===== src/rtl/core/b64sc_pkg.sv =====
// ----------------------------------------------------------------------------
// b64sc_pkg
// Shared types, codes and character tables for the streaming base64 codec.
// ----------------------------------------------------------------------------
package b64sc_pkg;

  localparam int unsigned LINE_CHARS_DEF = 64;
  localparam int unsigned MAX_RES        = 5;
  localparam int unsigned CNT_W          = 3;   // holds 0..MAX_RES

  localparam logic [7:0] CH_NL  = 8'h0A;
  localparam logic [7:0] CH_PAD = 8'h3D;

  // character classes from the decode classifier (0..63 are sextets)
  localparam logic [6:0] CODE_PAD  = 7'd64;
  localparam logic [6:0] CODE_SKIP = 7'd65;
  localparam logic [6:0] CODE_BAD  = 7'd66;

  localparam logic MODE_ENC = 1'b0;
  localparam logic MODE_DEC = 1'b1;

  // register indexes
  localparam logic REG_MODE = 1'b0;

  typedef struct packed {
    logic [7:0] ob;
    logic       last;
    logic       err;
  } res_t;

  typedef struct packed {
    res_t [MAX_RES-1:0] ent;
    logic [CNT_W-1:0]   n;
  } res_list_t;

  function automatic logic [7:0] enc_char(input logic [5:0] v);
    logic [7:0] c;
    if (v < 6'd26)      c = 8'h41 + {2'b00, v};
    else if (v < 6'd52) c = 8'h61 + {2'b00, v} - 8'd26;
    else if (v < 6'd62) c = 8'h30 + {2'b00, v} - 8'd52;
    else if (v == 6'd62) c = 8'h2B;
    else                 c = 8'h2F;
    return c;
  endfunction

  function automatic logic [6:0] classify(input logic [7:0] c);
    logic [6:0] v;
    if (c >= 8'h41 && c <= 8'h5A)      v = 7'(c - 8'h41);
    else if (c >= 8'h61 && c <= 8'h7A) v = 7'(c - 8'h61 + 8'd26);
    else if (c >= 8'h30 && c <= 8'h39) v = 7'(c - 8'h30 + 8'd52);
    else if (c == 8'h2B)               v = 7'd62;
    else if (c == 8'h2F)               v = 7'd63;
    else if (c == CH_PAD)              v = CODE_PAD;
    else if (c == 8'h20 || c == 8'h09 || c == CH_NL) v = CODE_SKIP;
    else                               v = CODE_BAD;
    return v;
  endfunction

endpackage


===== src/rtl/core/b64sc_if.sv =====
// ----------------------------------------------------------------------------
// b64sc_if
// Valid/ready stream interfaces for the codec input and result channels.
// ----------------------------------------------------------------------------
interface b64sc_in_if;
  logic       valid;
  logic       ready;
  logic [7:0] data_byte;
  logic       is_last;

  modport source (output valid, output data_byte, output is_last, input ready);
  modport sink   (input valid, input data_byte, input is_last, output ready);
endinterface

interface b64sc_out_if;
  logic       valid;
  logic       ready;
  logic [7:0] out_byte;
  logic       out_last;
  logic       error;

  modport source (output valid, output out_byte, output out_last, output error,
                  input ready);
  modport sink   (input valid, input out_byte, input out_last, input error,
                  output ready);
endinterface


===== src/rtl/core/b64sc_engine.sv =====
// ----------------------------------------------------------------------------
// b64sc_engine
// Message state and single-pass encode/decode of one item into its results.
// ----------------------------------------------------------------------------
module b64sc_engine #(
  parameter int unsigned LINE_CHARS = b64sc_pkg::LINE_CHARS_DEF
) (
  input  logic                  clk,
  input  logic                  rst_n,
  input  logic                  mode,
  input  logic                  clr,
  input  logic                  load,
  input  logic [7:0]            in_byte,
  input  logic                  in_last,
  output b64sc_pkg::res_list_t  res
);

  // line length rounded down to whole groups, at least one group
  localparam int unsigned LINE_EFF =
    ((LINE_CHARS / 4) * 4 < 4) ? 4 : (LINE_CHARS / 4) * 4;
  localparam int unsigned LC_W = $clog2(LINE_EFF);
  localparam int unsigned CNT_W = b64sc_pkg::CNT_W;

  logic [1:0]      phase_r, phase_nxt;
  logic [5:0]      carry_r, carry_nxt;
  logic [LC_W-1:0] line_r,  line_nxt;
  logic [1:0]      pad_r,   pad_nxt;
  logic            err_r,   err_nxt;
  logic [7:0]      held_r,  held_nxt;
  logic            held_v_r, held_v_nxt;

  logic [7:0]      ch [4];
  logic [2:0]      nch;
  logic [CNT_W-1:0] k;
  logic [6:0]      v;
  logic            fault;
  logic            emit;
  logic [7:0]      emit_b;

  always_comb begin
    res        = '0;
    phase_nxt  = phase_r;
    carry_nxt  = carry_r;
    line_nxt   = line_r;
    pad_nxt    = pad_r;
    err_nxt    = err_r;
    held_nxt   = held_r;
    held_v_nxt = held_v_r;
    for (int i = 0; i < 4; i++) ch[i] = b64sc_pkg::CH_PAD;
    nch    = 3'd0;
    k      = '0;
    v      = b64sc_pkg::classify(in_byte);
    fault  = 1'b0;
    emit   = 1'b0;
    emit_b = 8'h00;

    if (mode == b64sc_pkg::MODE_ENC) begin
      case (phase_r)
        2'd0: begin
          ch[0]     = b64sc_pkg::enc_char(in_byte[7:2]);
          carry_nxt = {in_byte[1:0], 4'b0000};
          phase_nxt = 2'd1;
          nch       = 3'd1;
        end
        2'd1: begin
          ch[0]     = b64sc_pkg::enc_char(carry_r | {2'b00, in_byte[7:4]});
          carry_nxt = {in_byte[3:0], 2'b00};
          phase_nxt = 2'd2;
          nch       = 3'd1;
        end
        default: begin
          ch[0]     = b64sc_pkg::enc_char(carry_r | {4'b0000, in_byte[7:6]});
          ch[1]     = b64sc_pkg::enc_char(in_byte[5:0]);
          carry_nxt = 6'd0;
          phase_nxt = 2'd0;
          nch       = 3'd2;
        end
      endcase
      if (in_last) begin
        if (phase_nxt == 2'd1) begin
          ch[1] = b64sc_pkg::enc_char(carry_nxt);
          nch   = 3'd4;
        end else if (phase_nxt == 2'd2) begin
          ch[1] = b64sc_pkg::enc_char(carry_nxt);
          nch   = 3'd3;
        end
      end
      // characters with a line break after each full line
      for (int i = 0; i < 4; i++) begin
        if (3'(i) < nch) begin
          res.ent[k].ob = ch[i];
          k = k + 1'b1;
          if (line_nxt == LC_W'(LINE_EFF - 1)) begin
            res.ent[k].ob = b64sc_pkg::CH_NL;
            k = k + 1'b1;
            line_nxt = '0;
          end else begin
            line_nxt = line_nxt + 1'b1;
          end
        end
      end
      if (in_last) begin
        if (line_nxt != '0) begin
          res.ent[k].ob = b64sc_pkg::CH_NL;
          k = k + 1'b1;
        end
        res.ent[k - 1'b1].last = 1'b1;
      end
      res.n = k;
    end else begin
      if (!err_r) begin
        if (v == b64sc_pkg::CODE_BAD) begin
          fault = 1'b1;
        end else if (v == b64sc_pkg::CODE_PAD) begin
          if (phase_r == 2'd2 && pad_r == 2'd0) begin
            pad_nxt   = 2'd1;
            phase_nxt = 2'd3;
          end else if (phase_r == 2'd3) begin
            pad_nxt   = pad_r + 2'd1;
            phase_nxt = 2'd0;
          end else begin
            fault = 1'b1;
          end
        end else if (v != b64sc_pkg::CODE_SKIP) begin
          if (pad_r != 2'd0) begin
            fault = 1'b1;
          end else begin
            case (phase_r)
              2'd0: begin
                carry_nxt = v[5:0];
                phase_nxt = 2'd1;
              end
              2'd1: begin
                emit      = 1'b1;
                emit_b    = {carry_r[5:0], v[5:4]};
                carry_nxt = {2'b00, v[3:0]};
                phase_nxt = 2'd2;
              end
              2'd2: begin
                emit      = 1'b1;
                emit_b    = {carry_r[3:0], v[5:2]};
                carry_nxt = {4'b0000, v[1:0]};
                phase_nxt = 2'd3;
              end
              default: begin
                emit      = 1'b1;
                emit_b    = {carry_r[1:0], v[5:0]};
                carry_nxt = 6'd0;
                phase_nxt = 2'd0;
              end
            endcase
          end
        end
        // one-deep hold so the final byte can carry out_last
        if (emit) begin
          if (held_v_r) begin
            res.ent[k].ob = held_r;
            k = k + 1'b1;
          end
          held_nxt   = emit_b;
          held_v_nxt = 1'b1;
        end
        if (!fault && in_last && (phase_nxt != 2'd0 || !held_v_nxt)) fault = 1'b1;
        if (fault) begin
          res.ent    = '0;
          res.ent[0].err = 1'b1;
          k          = CNT_W'(1);
          err_nxt    = 1'b1;
          held_v_nxt = 1'b0;
        end else if (in_last) begin
          res.ent[k].ob = held_nxt;
          k = k + 1'b1;
        end
      end else if (in_last) begin
        res.ent[0].err = 1'b1;
        k = CNT_W'(1);
      end
      if (in_last) res.ent[k - 1'b1].last = 1'b1;
      res.n = k;
    end

    if (in_last) begin
      phase_nxt  = 2'd0;
      carry_nxt  = 6'd0;
      line_nxt   = '0;
      pad_nxt    = 2'd0;
      err_nxt    = 1'b0;
      held_nxt   = 8'h00;
      held_v_nxt = 1'b0;
    end
  end

  always_ff @(posedge clk) begin
    if (!rst_n || clr) begin
      phase_r  <= 2'd0;
      carry_r  <= 6'd0;
      line_r   <= '0;
      pad_r    <= 2'd0;
      err_r    <= 1'b0;
      held_r   <= 8'h00;
      held_v_r <= 1'b0;
    end else if (load) begin
      phase_r  <= phase_nxt;
      carry_r  <= carry_nxt;
      line_r   <= line_nxt;
      pad_r    <= pad_nxt;
      err_r    <= err_nxt;
      held_r   <= held_nxt;
      held_v_r <= held_v_nxt;
    end
  end

endmodule


===== src/rtl/core/base64_stream_codec_top.sv =====
// ----------------------------------------------------------------------------
// base64_stream_codec_top
// Streaming base64 encoder/decoder with line wrapping and an APB mode register.
// ----------------------------------------------------------------------------
// Usage:
//   in_ch   : one byte per transfer with is_last on the final byte of a message.
//   out_ch  : one result per transfer (out_byte, out_last, error).
//   APB     : register 0 at address 0 is mode (0 encode, 1 decode). Writing it
//             also clears the message state; write only while the block is idle.
// Flow: an item is taken into an input register, then expanded in one pass
//   into a result buffer, from which its results are presented in order.
// Throughput: an item holds the result buffer until all of its results
//   have transferred, so the result channel sets the rate. Encode yields
//   four characters per three bytes plus line breaks, up to five results
//   for a final byte with padding; a decode item yields at most two.
// Reset: synchronous, active low; mode returns to encode, buffers empty.
// Stall: while out_ch.ready is low the current result holds; one further
//   input item waits in the input register, then in_ch.ready drops.
// ----------------------------------------------------------------------------
module base64_stream_codec_top #(
  parameter int unsigned LINE_CHARS = b64sc_pkg::LINE_CHARS_DEF
) (
  input  logic                clk,
  input  logic                rst_n,
  b64sc_in_if.sink            in_ch,
  b64sc_out_if.source         out_ch,
  input  logic                psel,
  input  logic                penable,
  input  logic                pwrite,
  input  logic [2:0]          paddr,
  input  logic [31:0]         pwdata,
  output logic [31:0]         prdata,
  output logic                pready
);

  localparam int unsigned CNT_W = b64sc_pkg::CNT_W;

  logic                 mode_r;
  logic                 cfg_wr;
  logic                 hold_v_r;
  logic [7:0]           hold_byte_r;
  logic                 hold_last_r;
  b64sc_pkg::res_t      buf_r [b64sc_pkg::MAX_RES];
  logic [CNT_W-1:0]     cnt_r, cnt_nxt;
  logic [CNT_W-1:0]     idx_r, idx_nxt;
  logic                 out_xfer;
  logic                 buf_free;
  logic                 load;
  b64sc_pkg::res_list_t res;

  assign pready = 1'b1;
  assign cfg_wr = psel && penable && pwrite && (paddr[2] == b64sc_pkg::REG_MODE);
  assign prdata = (paddr[2] == b64sc_pkg::REG_MODE) ? {31'd0, mode_r} : 32'd0;

  always_ff @(posedge clk) begin
    if (!rst_n) begin
      mode_r <= b64sc_pkg::MODE_ENC;
    end else if (cfg_wr) begin
      mode_r <= pwdata[0];
    end
  end

  assign out_xfer = out_ch.valid && out_ch.ready;
  // buffer frees when empty or when its last result transfers this cycle
  assign buf_free = (cnt_r == '0) || (out_xfer && (idx_r + 1'b1 == cnt_r));
  assign load     = hold_v_r && buf_free;
  assign in_ch.ready = !hold_v_r || load;

  always_ff @(posedge clk) begin
    if (!rst_n) begin
      hold_v_r <= 1'b0;
    end else if (in_ch.valid && in_ch.ready) begin
      hold_v_r <= 1'b1;
    end else if (load) begin
      hold_v_r <= 1'b0;
    end
  end

  always_ff @(posedge clk) begin
    if (in_ch.valid && in_ch.ready) begin
      hold_byte_r <= in_ch.data_byte;
      hold_last_r <= in_ch.is_last;
    end
  end

  b64sc_engine #(
    .LINE_CHARS (LINE_CHARS)
  ) u_engine (
    .clk     (clk),
    .rst_n   (rst_n),
    .mode    (mode_r),
    .clr     (cfg_wr),
    .load    (load),
    .in_byte (hold_byte_r),
    .in_last (hold_last_r),
    .res     (res)
  );

  always_comb begin
    cnt_nxt = cnt_r;
    idx_nxt = idx_r;
    if (load) begin
      cnt_nxt = res.n;
      idx_nxt = '0;
    end else if (out_xfer) begin
      if (idx_r + 1'b1 == cnt_r) begin
        cnt_nxt = '0;
        idx_nxt = '0;
      end else begin
        idx_nxt = idx_r + 1'b1;
      end
    end
  end

  always_ff @(posedge clk) begin
    if (!rst_n) begin
      cnt_r <= '0;
      idx_r <= '0;
    end else begin
      cnt_r <= cnt_nxt;
      idx_r <= idx_nxt;
    end
  end

  always_ff @(posedge clk) begin
    if (load) begin
      for (int i = 0; i < b64sc_pkg::MAX_RES; i++) buf_r[i] <= res.ent[i];
    end
  end

  assign out_ch.valid    = (cnt_r != '0);
  assign out_ch.out_byte = buf_r[idx_r].ob;
  assign out_ch.out_last = buf_r[idx_r].last;
  assign out_ch.error    = buf_r[idx_r].err;

endmodule


===== src/flat_wrapper.sv =====
// flat-port wrapper written by rule: the top's interface ports become plain ports
module base64_stream_codec_top_flat 
#(
  parameter int unsigned LINE_CHARS = b64sc_pkg::LINE_CHARS_DEF
)
  (clk, rst_n, psel, penable, pwrite, paddr, pwdata, prdata, pready, in_ch_valid, in_ch_data_byte, in_ch_is_last, in_ch_ready, out_ch_valid, out_ch_out_byte, out_ch_out_last, out_ch_error, out_ch_ready);
  b64sc_in_if in_ch_i ();
  b64sc_out_if out_ch_i ();
  input  logic clk;
  input  logic rst_n;
  input  logic psel;
  input  logic penable;
  input  logic pwrite;
  input  logic [2:0] paddr;
  input  logic [31:0] pwdata;
  output logic [31:0] prdata;
  output logic pready;
  input wire logic [$bits(in_ch_i.valid)-1:0] in_ch_valid;
  input wire logic [$bits(in_ch_i.data_byte)-1:0] in_ch_data_byte;
  input wire logic [$bits(in_ch_i.is_last)-1:0] in_ch_is_last;
  output wire logic [$bits(in_ch_i.ready)-1:0] in_ch_ready;
  output wire logic [$bits(out_ch_i.valid)-1:0] out_ch_valid;
  output wire logic [$bits(out_ch_i.out_byte)-1:0] out_ch_out_byte;
  output wire logic [$bits(out_ch_i.out_last)-1:0] out_ch_out_last;
  output wire logic [$bits(out_ch_i.error)-1:0] out_ch_error;
  input wire logic [$bits(out_ch_i.ready)-1:0] out_ch_ready;
  assign in_ch_i.valid = in_ch_valid;
  assign in_ch_i.data_byte = in_ch_data_byte;
  assign in_ch_i.is_last = in_ch_is_last;
  assign in_ch_ready = in_ch_i.ready;
  assign out_ch_valid = out_ch_i.valid;
  assign out_ch_out_byte = out_ch_i.out_byte;
  assign out_ch_out_last = out_ch_i.out_last;
  assign out_ch_error = out_ch_i.error;
  assign out_ch_i.ready = out_ch_ready;
  base64_stream_codec_top #(.LINE_CHARS(LINE_CHARS)) u_core (.clk(clk), .rst_n(rst_n), .in_ch(in_ch_i), .out_ch(out_ch_i), .psel(psel), .penable(penable), .pwrite(pwrite), .paddr(paddr), .pwdata(pwdata), .prdata(prdata), .pready(pready));
endmodule

===== config.mk =====
export PLATFORM = sky130hd
export DESIGN_NAME = base64_stream_codec_top_flat
export DESIGN_NICKNAME = d
export VERILOG_FILES = /design/src/rtl/core/b64sc_pkg.sv /design/src/rtl/core/b64sc_if.sv /design/src/rtl/core/b64sc_engine.sv /design/src/rtl/core/base64_stream_codec_top.sv /design/src/flat_wrapper.sv
export SDC_FILE = /design/constraint.sdc
export NUM_CORES = 1
export LEC_CHECK = 0
export BUFFER_PORTS_ARGS = -buffer_cell sky130_fd_sc_hd__buf_4
export CORE_AREA = 2 2 179 181
export DETAILED_ROUTE_END_ITERATION = 10
export DIE_AREA = 0 0 181 183
export PLACE_DENSITY = 0.52
export SYNTH_ARGS = -nofsm -noshare
export SYNTH_HDL_FRONTEND = slang
export SYNTH_SLANG_ARGS = --single-unit

===== constraint.sdc =====
create_clock -name clk -period 8.5 [get_ports clk]
set_input_delay 1.7 -clock clk [delete_from_list [all_inputs] [get_ports clk]]
set_output_delay 1.7 -clock clk [all_outputs]
set_load 0.02 [all_outputs]

==> flow_summary.yaml <==
flow_run:
  drv_cap: 0
die:
  chipHeight_um: 183
  core_area_um2: 31200
  die_w_um: 181
  start_util: 0.295
  die-area_um2: 33100
  io_pins: 96
  placementRows: 65
logic_synthesis:
  ys.warnings.count: 0
  ys_top_cells_by_area: "edfxtp_1, dfxtp_1, ha_1"
  synth-edff-count: 50
  syn_inst: 1143
  ys_seq_area_frac: 0.243
  async_reset_ff_frac: 0
  yosysTopAreaCell: "edfxtp_1"
  synthTopCellsByCount: "nand2_1, nor2_1, a21oi_1"
  synth.most_common_cell: "nand2_1"
  ys_types: 103
  synth_top_area_frac: 0.163
  synth_seq_cells: 87
  syn_area_um2: 9220
  syn_avg_cell_area_um2: 8.07
  synth_ff_type: "edfxtp_1"
clock_tree:
  cts_buffers: 9
  cts_root_buf: "clkbuf_16"
  path_clk_slew_ns: 0.07
  cts_tree: "yes"
  hold_buffers: 0
  cts_resized: 0
  clock_sinks: 87
  cts_setup_buffers: 0
  h-tree-depth: 3
  worstSkewPairLatency_ns: 0.37
  clock_path_buffers: 2
detailed_routing:
  wl_met1_mm: 13.5
  dr.pass1.iters: 5
  wl_met2_mm: 13.6
  wl_per_cell_um: 18.9
  num_vias: 8839
  antenna_left: 0
  routed_wl_mm: 29.1
  drc: 0
  vias_per_cell: 5.75
  drtIter0Drc: 771
  top_layer: "met4"
  wl_met3_mm: 1.32
grt:
  grt_use_total: 0.173
  first_global_vias: 8099
  grt_overflow_total: 0
  grt_pass1_wl_mm: 45.7
  antenna_found_initial: 0
  grt_max_degree: 43
setup_path:
  endpoint_kind: "flop"
  worstPathMaxFanout: 18
  start_kind: "flop"
  path_class: "flop to flop"
  cp.required_ns: 8.57
  cp.arrival_ns: 6.91
final_layout:
  antenna_cells: 0
  fin_area_um2: 9910
  post_route_cells_drive_above_1_share: 0.112
  n_fill_cell: 3366
  area_growth_pct: 7.51
  final_nets: 1231
sta:
  period_share: 0.805
  skew_ns: 0.0116
  hold_viol_final: 0
  worst_pin_slew_ns: 1.13
  rsz0062_at_grt: "no"
  period_minus_slack_ns: 6.84
  slew_violations: 0
  setup-violations-final: 0
  maxSlewHeadroom: 0.239
  finalWorstSetupSlack_ns: 1.66
  max_freq_mhz: 146
  fin_tns_setup_ns: 0
placed_design:
  dpl.hpwl_mm: 21.8
  dp_slack_ns: 1.73
  place.gp.congestion: 0.884
  numPortBuffers: 30
  placed_area_um2: 9610
outcome:
  status: "completed"
pwr:
  power_density_nw_per_um2: 168
  p_leak_nw: 3.64
  ir_worst_vdd_mv: 0.106
min_path:
  min_path_type: "flop to flop"
## registers in the layout, summed over array words and instances (netlist names), 2 cells and up, named ones only
register / flops
u_core.cnt_r: 3
u_core.u_engine.phase_r: 2
u_core.idx_r: 3
u_core.u_engine.line_r: 6
u_core.u_engine.held_r: 8
u_core.buf_r: 41
u_core.hold_byte_r: 8
u_core.u_engine.carry_r: 6
u_core.u_engine.pad_r: 2
## routing by layer
layer  track usage  up-vias
li1              -     4235
met1         0.237     4270
met2         0.284      299
met3        0.0218       35
met4        0.0569        0
met5             0        -
## power breakdown
group          switching (W)  internal (W)  total, W
registers          0.0000334      0.000505  0.000539
logic               0.000447      0.000259  0.000706
clock network       0.000187      0.000231  0.000418
## critical path, cell delays in order (launching register included)
cell      delay (ns)
dfxtp_1         0.39
inv_1           0.15
ha_1            0.70
or4b_4          0.69
mux2i_1         0.32
inv_1           0.08
ha_1            0.18
and2_1          0.21
xnor3_2         0.51
nor2_1          0.29
a31oi_1         0.22
ha_1            0.32
xnor3_1         0.36
or3_1           0.32
a311o_1         0.27
o41ai_1         0.07
and4b_1         0.55
a21oi_4         0.17
a311oi_4        0.55
a221oi_1        0.20
## per-stage QoR
stage | hold WS [ns] | util | cells | total power, W
2_1_floorplan | 0.444 | - | 1175 | 0.00107
3_3_place_gp | 0.453 | 0.308 | 1520 | 0.00124
3_5_place_dp | 0.463 | 0.308 | 1520 | 0.00125
4_1_cts | 0.473 | 0.317 | 1536 | 0.00167
5_1_grt | 0.498 | 0.317 | 1536 | 0.00176
6_report | 0.472 | 0.317 | 1536 | 0.00166
## worst paths after layout
kind | slack [ns] | from | cells after the start | to
worst max-delay path | 1.66 | u_core.u_engine.phase_r[1] | 19 | u_core.buf_r[0][3]
worst min-delay path | 0.47 | u_core.u_engine.held_r[2] | 2 | u_core.u_engine.held_r[2]
worst max register to register | 1.66 | u_core.u_engine.phase_r[1] | 19 | u_core.buf_r[0][3]
worst min register to register | 0.47 | u_core.u_engine.held_r[2] | 2 | u_core.u_engine.held_r[2]
## kinds of logic after synthesis
kind of cell / share of synthesized area
and+or+nand+nor: 0.219
other: 0.000815
adders and majority gates: 0.0692
DFF: 0.243
buffers and inverters: 0.0832
xor gates and xnor gates: 0.0391
muxes: 0.0514
AOI/OAI and AO/OA: 0.295
## layout by cell type (no fill, tap or decap), types with 6 or more instances in the layout
| master | netlist | final |
|---|---|---|
| nand4_1 | 16 | 16 |
| a22oi_1 | 12 | 12 |
| nor3b_1 | 7 | 7 |
| clkbuf_16 | 0 | 9 |
| nand2b_1 | 17 | 17 |
| nand2_1 | 97 | 97 |
| o311a_1 | 6 | 6 |
| mux4_2 | 9 | 9 |
| inv_1 | 58 | 58 |
| nor4_1 | 7 | 7 |
| dfxtp_1 | 37 | 37 |
| a31oi_1 | 25 | 25 |
| o211ai_1 | 11 | 11 |
| buf_4 | 33 | 40 |
| mux2_2 | 9 | 9 |
| a221oi_1 | 13 | 13 |
| conb_1 | 2 | 34 |
| and3_1 | 16 | 16 |
| nor2b_1 | 14 | 14 |
| o21ai_0 | 70 | 70 |
| ha_1 | 51 | 51 |
| o32ai_1 | 12 | 12 |
| a21o_1 | 15 | 15 |
| nand3b_1 | 6 | 6 |
| nor3_1 | 31 | 31 |
| edfxtp_1 | 50 | 50 |
| nand3_1 | 44 | 44 |
| mux2i_1 | 17 | 17 |
| a211oi_1 | 13 | 12 |
| nor2_1 | 92 | 92 |
| o31ai_1 | 6 | 6 |
| or2_2 | 11 | 11 |
| xnor2_1 | 18 | 18 |
| o22ai_1 | 11 | 11 |
| and2_1 | 11 | 11 |
| a21oi_1 | 86 | 86 |
| a211o_1 | 6 | 6 |
## cell type report
class	count	area [um2]	share of cell area
Clock buffer	10	229	0.0231
Clock inverter	6	68.8	0.00694
Inverter	62	233	0.0235
Multi-Input combinational cell	929	6330	0.639
Sequential cell	87	2240	0.226
Tap cell	402	503	0.0508
Timing Repair Buffer	40	300	0.0303
Power figures use the tool's default switching activity.
